[src/rtl/snco_pkg.sv]
// Shared types, constants and tables for the FM-scaled sine oscillator.
`default_nettype none

package snco_pkg;

    // Default sizes handed to the top-level parameters
    localparam int PHASE_BITS_DEF       = 32;
    localparam int SINE_TABLE_DEPTH_DEF = 1024;

    // Field and register widths
    localparam int CFG_IDX_W  = 2;
    localparam int CFG_DATA_W = 32;
    localparam int MOD_W      = 32;
    localparam int SAMPLE_W   = 16;
    localparam int RATE_W     = 18;
    localparam int TAB_W      = 15;

    // Register reset values
    localparam logic [31:0]       SCALE_RST  = 32'h0001_0000;
    localparam logic [31:0]       OFFSET_RST = 32'h0000_0000;
    localparam logic [RATE_W-1:0] RATE_RST   = 18'd48000;

    // Table build rotator
    localparam int                CORDIC_ITERS = 30;
    localparam int                IT_W         = $clog2(CORDIC_ITERS);
    localparam int                CW_XY        = 33;
    localparam logic signed [CW_XY-1:0] CORDIC_GAIN = 33'sd652032874;

    // Configuration register indexes
    typedef enum logic [CFG_IDX_W-1:0] {
        REG_FREQ_SCALE  = 2'd0,
        REG_FREQ_OFFSET = 2'd1,
        REG_SAMPLE_RATE = 2'd2
    } t_cfg_reg;

    // Sequencer states
    typedef enum logic [3:0] {
        S_BUILD_INIT,
        S_BUILD_ITER,
        S_BUILD_WR,
        S_IDLE,
        S_MUL,
        S_FREQ,
        S_DINIT,
        S_DIV,
        S_PHASE,
        S_EMIT
    } t_state;

    // Controller to datapath commands
    typedef struct packed {
        logic build_init;
        logic cordic_step;
        logic build_write;
        logic accept;
        logic mul;
        logic freq;
        logic div_init;
        logic div_step;
        logic phase_upd;
        logic emit;
    } t_dp_cmd;

    // Datapath to controller status
    typedef struct packed {
        logic cordic_last;
        logic build_last;
        logic build_done;
        logic div_last;
        logic out_free;
    } t_dp_sts;

    // Arctangent of 2^-i in units of 2^-32 turn
    function automatic logic [31:0] atan_turn(input logic [IT_W-1:0] i);
        logic [31:0] v;
        case (i)
            5'd0:  v = 32'h20000000;
            5'd1:  v = 32'h12E4051D;
            5'd2:  v = 32'h09FB385B;
            5'd3:  v = 32'h051111D4;
            5'd4:  v = 32'h028B0D43;
            5'd5:  v = 32'h0145D7E1;
            5'd6:  v = 32'h00A2F61E;
            5'd7:  v = 32'h00517C55;
            5'd8:  v = 32'h0028BE53;
            5'd9:  v = 32'h00145F2E;
            5'd10: v = 32'h000A2F98;
            5'd11: v = 32'h000517CC;
            5'd12: v = 32'h00028BE6;
            5'd13: v = 32'h000145F3;
            5'd14: v = 32'h0000A2F9;
            5'd15: v = 32'h0000517C;
            5'd16: v = 32'h000028BE;
            5'd17: v = 32'h0000145F;
            5'd18: v = 32'h00000A2F;
            5'd19: v = 32'h00000517;
            5'd20: v = 32'h0000028B;
            5'd21: v = 32'h00000145;
            5'd22: v = 32'h000000A2;
            5'd23: v = 32'h00000051;
            5'd24: v = 32'h00000028;
            5'd25: v = 32'h00000014;
            5'd26: v = 32'h0000000A;
            5'd27: v = 32'h00000005;
            5'd28: v = 32'h00000002;
            5'd29: v = 32'h00000001;
            default: v = 32'h00000000;
        endcase
        return v;
    endfunction

endpackage

`default_nettype wire

[src/rtl/snco_ctrl.sv]
// Sequencer for the oscillator: table build after reset, then one item at a time.
`default_nettype none

module snco_ctrl (
    input  wire                 i_clk,
    input  wire                 i_rst_n,
    input  wire                 i_valid,
    input  snco_pkg::t_dp_sts   i_sts,
    output logic                o_ready,
    output snco_pkg::t_dp_cmd   o_cmd
);

    snco_pkg::t_state r_state;
    snco_pkg::t_state n_state;

    // State register
    always_ff @(posedge i_clk) begin
        if (!i_rst_n) begin
            r_state <= snco_pkg::S_BUILD_INIT;
        end else begin
            r_state <= n_state;
        end
    end

    // Next state
    always_comb begin
        n_state = r_state;
        unique case (r_state)
            snco_pkg::S_BUILD_INIT: n_state = snco_pkg::S_BUILD_ITER;
            snco_pkg::S_BUILD_ITER: begin
                if (i_sts.cordic_last) n_state = snco_pkg::S_BUILD_WR;
            end
            snco_pkg::S_BUILD_WR: begin
                n_state = i_sts.build_last ? snco_pkg::S_IDLE : snco_pkg::S_BUILD_INIT;
            end
            snco_pkg::S_IDLE: begin
                if (i_valid) n_state = snco_pkg::S_MUL;
            end
            snco_pkg::S_MUL:   n_state = snco_pkg::S_FREQ;
            snco_pkg::S_FREQ:  n_state = snco_pkg::S_DINIT;
            snco_pkg::S_DINIT: n_state = snco_pkg::S_DIV;
            snco_pkg::S_DIV: begin
                if (i_sts.div_last) n_state = snco_pkg::S_PHASE;
            end
            snco_pkg::S_PHASE: n_state = snco_pkg::S_EMIT;
            snco_pkg::S_EMIT: begin
                if (i_sts.out_free) n_state = snco_pkg::S_IDLE;
            end
            default: n_state = snco_pkg::S_BUILD_INIT;
        endcase
    end

    // Commands
    always_comb begin
        o_cmd   = '0;
        o_ready = 1'b0;
        unique case (r_state)
            snco_pkg::S_BUILD_INIT: o_cmd.build_init  = 1'b1;
            snco_pkg::S_BUILD_ITER: o_cmd.cordic_step = 1'b1;
            snco_pkg::S_BUILD_WR:   o_cmd.build_write = 1'b1;
            snco_pkg::S_IDLE: begin
                o_ready      = 1'b1;
                o_cmd.accept = i_valid;
            end
            snco_pkg::S_MUL:   o_cmd.mul       = 1'b1;
            snco_pkg::S_FREQ:  o_cmd.freq      = 1'b1;
            snco_pkg::S_DINIT: o_cmd.div_init  = 1'b1;
            snco_pkg::S_DIV:   o_cmd.div_step  = 1'b1;
            snco_pkg::S_PHASE: o_cmd.phase_upd = 1'b1;
            snco_pkg::S_EMIT:  o_cmd.emit      = i_sts.out_free;
            default: o_cmd = '0;
        endcase
    end

    // Items are only taken once the sine table is complete
    a_idle_built: assert property (@(posedge i_clk) disable iff (!i_rst_n)
        (r_state == snco_pkg::S_IDLE) |-> i_sts.build_done)
        else $error("idle before sine table built");

endmodule

`default_nettype wire

[config.mk]
export PLATFORM = sky130hd
export DESIGN_NAME = snco_ctrl
export DESIGN_NICKNAME = d
export VERILOG_FILES = /design/src/rtl/snco_pkg.sv /design/src/rtl/snco_ctrl.sv
export SDC_FILE = /design/constraint.sdc
export NUM_CORES = 1
export LEC_CHECK = 0
export BUFFER_PORTS_ARGS = -buffer_cell sky130_fd_sc_hd__buf_2
export CAP_MARGIN = 20
export CELL_PAD_IN_SITES_DETAIL_PLACEMENT = 1
export CELL_PAD_IN_SITES_GLOBAL_PLACEMENT = 1
export CORE_AREA = 3 3 40 42
export DETAILED_ROUTE_END_ITERATION = 8
export DIE_AREA = 0 0 43 45
export GPL_ROUTABILITY_DRIVEN = 0
export HOLD_SLACK_MARGIN = 0.03
export PLACE_DENSITY_LB_ADDON = 0.3
export REMOVE_ABC_BUFFERS = 1
export SLEW_MARGIN = 20
export SYNTH_ARGS = -nofsm -noshare
export SYNTH_HDL_FRONTEND = slang
export SYNTH_SLANG_ARGS = --single-unit
[constraint.sdc]
create_clock -name i_clk -period 2.9 [get_ports i_clk]
set_input_delay 0.58 -clock i_clk [delete_from_list [all_inputs] [get_ports i_clk]]
set_output_delay 0.58 -clock i_clk [all_outputs]
set_load 0.005 [all_outputs]
# [Word-level counts from Yosys, hierarchy flattened]
# Cells that the tools add are included.
[classes] eq_ne=13 muxes=17 reduce_logical=2
[ops] op="$pmux 4 s10" count=1
[ops] op="$eq 4x3->1 const B" count=4
[ops] op="$mux 4" count=4
[ops] op="$mux 1" count=11
[ops] op="$eq 4x2->1 const B" count=2
[ops] op="$eq 4x4->1 const B" count=2
[ops] op="$ne 2x2->1 const B" count=4
[ops] op="$eq 4x1->1 const B" count=1
[ops] op="$logic_not 4->1" count=1
[ops] op="$reduce_and 4->1" count=1
[ops] op="$mux 2" count=1
[totals] regBits=4 out_inout_bits=11 word_cells=33

# [Depth between registers and ports, before layout]
[depth] ltp_word=3 mapped_depth=5 depth_no_buf=4

# [Worst setup path before layout]
# Ideal clock, no wire load.
[synth_path] kind="reg2out" from="register r_state[0]" to="output port o_cmd[0] in the netlist's numbering" arrival_ns=0.877 required_ns=2.320 path_slack_ns=1.443 path_stages_with_launch=4 n_path_buf=1 cell_sequence="dfxtp_1 -> buf_2 -> nand2b_1 -> nor4b_1"
[synth_rtl] item="from (decl)" line="snco_ctrl.sv:13" rtl="snco_pkg::t_state r_state;"
[synth_rtl] item="from (signal assigned)" line="snco_ctrl.sv:19" rtl="r_state <= snco_pkg::S_BUILD_INIT;"
[synth_rtl] item="from (signal assigned)" line="snco_ctrl.sv:21" rtl="r_state <= n_state;"
[synth_rtl] item="to (decl)" line="snco_ctrl.sv:10" rtl="output snco_pkg::t_dp_cmd o_cmd"

==> results.txt <==
----------------------------------------------------
[Power and ir drop]
  P_int ... around 230 uW
  Max VDD drop ... between 0.4 and 0.5 mV
  Leakage ... 0.0002184 uW
  Power Density ... 889.8 nW/um^2
  Sw frac ... 44.70%
  Switching power ... 186.6 uW
  Sequential share of power ... 35.5%
  Clock network fraction of total power ... between 10% and 20%
  Share of power burned in combinational logic ... 48.8%

[Timing]
  Setup total negative slack ... 0 ns
  Time the worst path needs with I/O delays and setup ... roughly 2 ns
  Max Freq ... 492.6 MHz
  Relative max-transition margin ... about three fifths
  Setup repair after global routing missed its margin ... false
  Maximum clock skew at final layout ... 0.0005701 ns
  Total count of max-transition violations in the final report ... 0
  Period utilisation layout ... 70.00%
  Setup-failing EPs final ... 0
  Worst-margin pin slew ... 0.5698 ns
  Final setup margin ... 0.8699 ns
  Final Hold Viols ... 0

[Worst hold path]
  Worst Hold Path Cells ... 3
  Critical hold path startpoint ... i_rst_n
  Class of the tightest hold or removal check ... input pin to register
  Hold path endpoint ... r_state[1]

[GRT]
  Via count of the first global-routing pass ... 358
  Total overflow reported by the global router ... 0
  Largest net degree at the start of global routing ... 17
  GR Util All Layers ... between 10 and 15%
  First-pass GRT wire length ... 1662 um
  Antenna violations before repair ... 0

[Worst setup path]
  Required time reported for the critical path endpoint ... between 2 and 2.5 ns
  Arrival time at the worst endpoint ... 1.45 ns
  Crit path largest cell delay ... 0.53 ns
  Buffers plus inverters on the worst setup path ... 2
  Critical Path Slowest Stage Cell ... dfxtp_1
  Crit start category ... register
  Critical Path Sink Type ... output port
  Worst reg2reg endpoint ... r_state[3]
  Reg2reg start ... r_state[1]
  Cell family with the largest share of critical-path delay ... flip-flops
  Sequence of cells on the critical path ... inv_1, nor4_1, buf_2
  Maximum fanout along the worst path ... 11
  Flop-to-flop setup slack ... 1.36 ns
  Cell count of the worst reg-to-reg path ... 4
  Category of the critical setup timing path ... register to output port

[Layout]
  Biggest registers after layout ... r_state x4
  Fillers ... 180
  Layout area overhead ... 25.42%
  Final core area utilization ... a little over a third
  Max FFs per register ... 4
  Post-route standard cell area excluding fillers ... 469.2 um^2
  Total number of nets in the final design ... between 70 and 80
  Antenna cells ... 0
  Layout cells sized above 1 ... between 30% and 40%
  Register bank with the most flops ... r_state

[Route]
  Vias per std cell ... just over 5
  DRC ... 0
  Per-cell routed wire length ... 11.94 um
  Number of design-rule violations left by the first detailed-router iteration ... 7
  Total number of vias ... 409
  Wire length after detailed routing ... 967 um
  Iteration count of the initial detailed-routing pass ... 2
  Antenna-violating nets left ... 0

[Place]
  Port Buffers ... 17
  Dpl ws ... 1.109 ns
  Instance area at placement ... 446.7 um^2
  Detailed-placement wirelength estimate ... roughly 730 um

[Floorplan]
  Count of standard-cell rows ... 13
  Std-Cell Core Area ... 1285 um^2
  Total die area ... between 1500 and 2000 um^2
  Initial Util ... 29.11%
  Width of the chip ... 43 um
  Top-level port count ... 19
  Height of the chip ... 45 um

[Clock network]
  Clock insertion delay at the later pin of the skew report ... 0.23 ns
  Post CTS Setup Buffer Count ... 0
  CTS tree ... done
  Clock edge transition at the registers on the reported setup and hold paths ... 0.04 ns
  CTS Sinks ... 4
  Inserted Clock Buffers ... 3
  Number of buffers on the longest clock path ... 2
  H-tree depth reported by CTS ... 1
  Hold-fix buffers, CTS ... 0
  Resized cells post-CTS ... 0
  Buffer cell driving the clock tree root ... clkbuf_4

[Synth]
  Synthesized instance count ... 50
  Unique masters post-synth ... 29
  Number of warnings reported in the yosys synthesis log ... 0
  Synth Cell Area ... 374.1 um^2
  Synth Area per Inst ... approximately 7.5 um^2
  Seq cells post-synth ... 4
  Post-synthesis sequential area ratio ... 21.40%

[Job]
  Number of maximum-capacitance violations ... 0

[Run status]
  Run status ... finished clean

----------------------------------------------------
layer usage:
layer | global-route usage (%) | vias to the layer above | part of all wire, %
li1 | - | 216 | -
met1 | 15.90 | 178 | 53
met2 | 15.87 | 15 | 40
met3 | 3.984 | 0 | 7.1
met4 | 3.614 | 0 | 0
met5 | 0 | - | 0
cells in the final DEF (no fill, tap or decap), drive strengths merged:
cell type  instances
buf               17
nor2               6
nor3               6
dfxtp              4
nand2              3
a21oi              3
clkbuf             3
nand2b             3
inv                2
nor4               2
nor3b              2
o21ai              2
and2               1
nor4b              1
o21bai             1
and3b              1
nor2b              1
a311oi             1
a21o               1
o311a              1
a211oi             1
o21a               1
xnor2              1
nand3              1
nand3b             1
through the flow:
step	power, uW	hold slack, ns	cells
after detailed placement	355.4	0.6972	78
after global routing	466.8	0.6268	81
after CTS	425.8	0.6165	81
after floorplan	274.7	0.6144	46
after global placement	354.9	0.7107	78
final	417.5	0.6228	81
cell usage after synthesis:
cell type | count | area [um^2]
nand2_1 | 3 | 11.26
nor3_1 | 6 | 30.03
nor4_1 | 2 | 12.51
nor2_1 | 6 | 22.52
nor3b_2 | 1 | 12.51
o21bai_2 | 1 | 11.26
nand3_1 | 1 | 5.000
a211oi_1 | 1 | 7.510
o21ai_2 | 1 | 8.760
a21oi_1 | 3 | 15.01
and2_1 | 1 | 6.260
nand2b_1 | 2 | 12.51
nor3b_1 | 1 | 7.510
nand2b_4 | 1 | 13.76
xnor2_1 | 1 | 8.760
buf_2 | 1 | 5.000
dfxtp_1 | 4 | 80.08
inv_1 | 2 | 7.510
and3b_1 | 1 | 8.760
o311a_1 | 1 | 10.01
nor4b_1 | 1 | 8.760
a311oi_1 | 1 | 8.760
buf_6 | 1 | 11.26
buf_4 | 2 | 15.01
nor2b_1 | 1 | 6.260
o21a_1 | 1 | 7.510
o21ai_0 | 1 | 5.000
a21o_1 | 1 | 7.510
nand3b_1 | 1 | 7.510
cells by family after synthesis:
family,synth area share [%]
flops,21.41
buf+inv,10.37
xor+xnor,2.342
simple gates,44.15
compound gates,21.74
layout make-up:
type,count,area (um^2),share of cell area [%]
clock buffer,3,22.52,4.800
inverter,2,7.507,1.600
multi-input combinational,40,255.2,54.40
sequential,4,80.08,17.07
tap,15,18.77,4.000
timing repair buffer,17,85.08,18.13
power groups by stage:
stage / sequential [uW] / clock, uW / combinational, uW
3_3_place_gp: 150 / 0 / 205
2_1_floorplan: 128 / 0 / 146
3_5_place_dp: 148 / 0 / 208
4_1_cts: 147 / 70.0 / 209
5_1_grt: 156 / 75.5 / 236
6_report: 148 / 65.7 / 204
worst min-delay path: stages:
cell	delay (ns)
buf_2	0.13
inv_1	0.06
a311oi_1	0.03
worst max path at each step:
stage / to / from / cells past startpoint
after CTS: o_cmd[1] / r_state[3] / 3
after global placement: o_cmd[1] / r_state[3] / 3
after global routing: o_cmd[1] / r_state[3] / 3
after floorplan: o_cmd[6] / r_state[1] / 3
final: o_cmd[1] / r_state[3] / 3
after detailed placement: o_cmd[1] / r_state[3] / 3
Note: power is estimated with default switching activity, not from simulation.
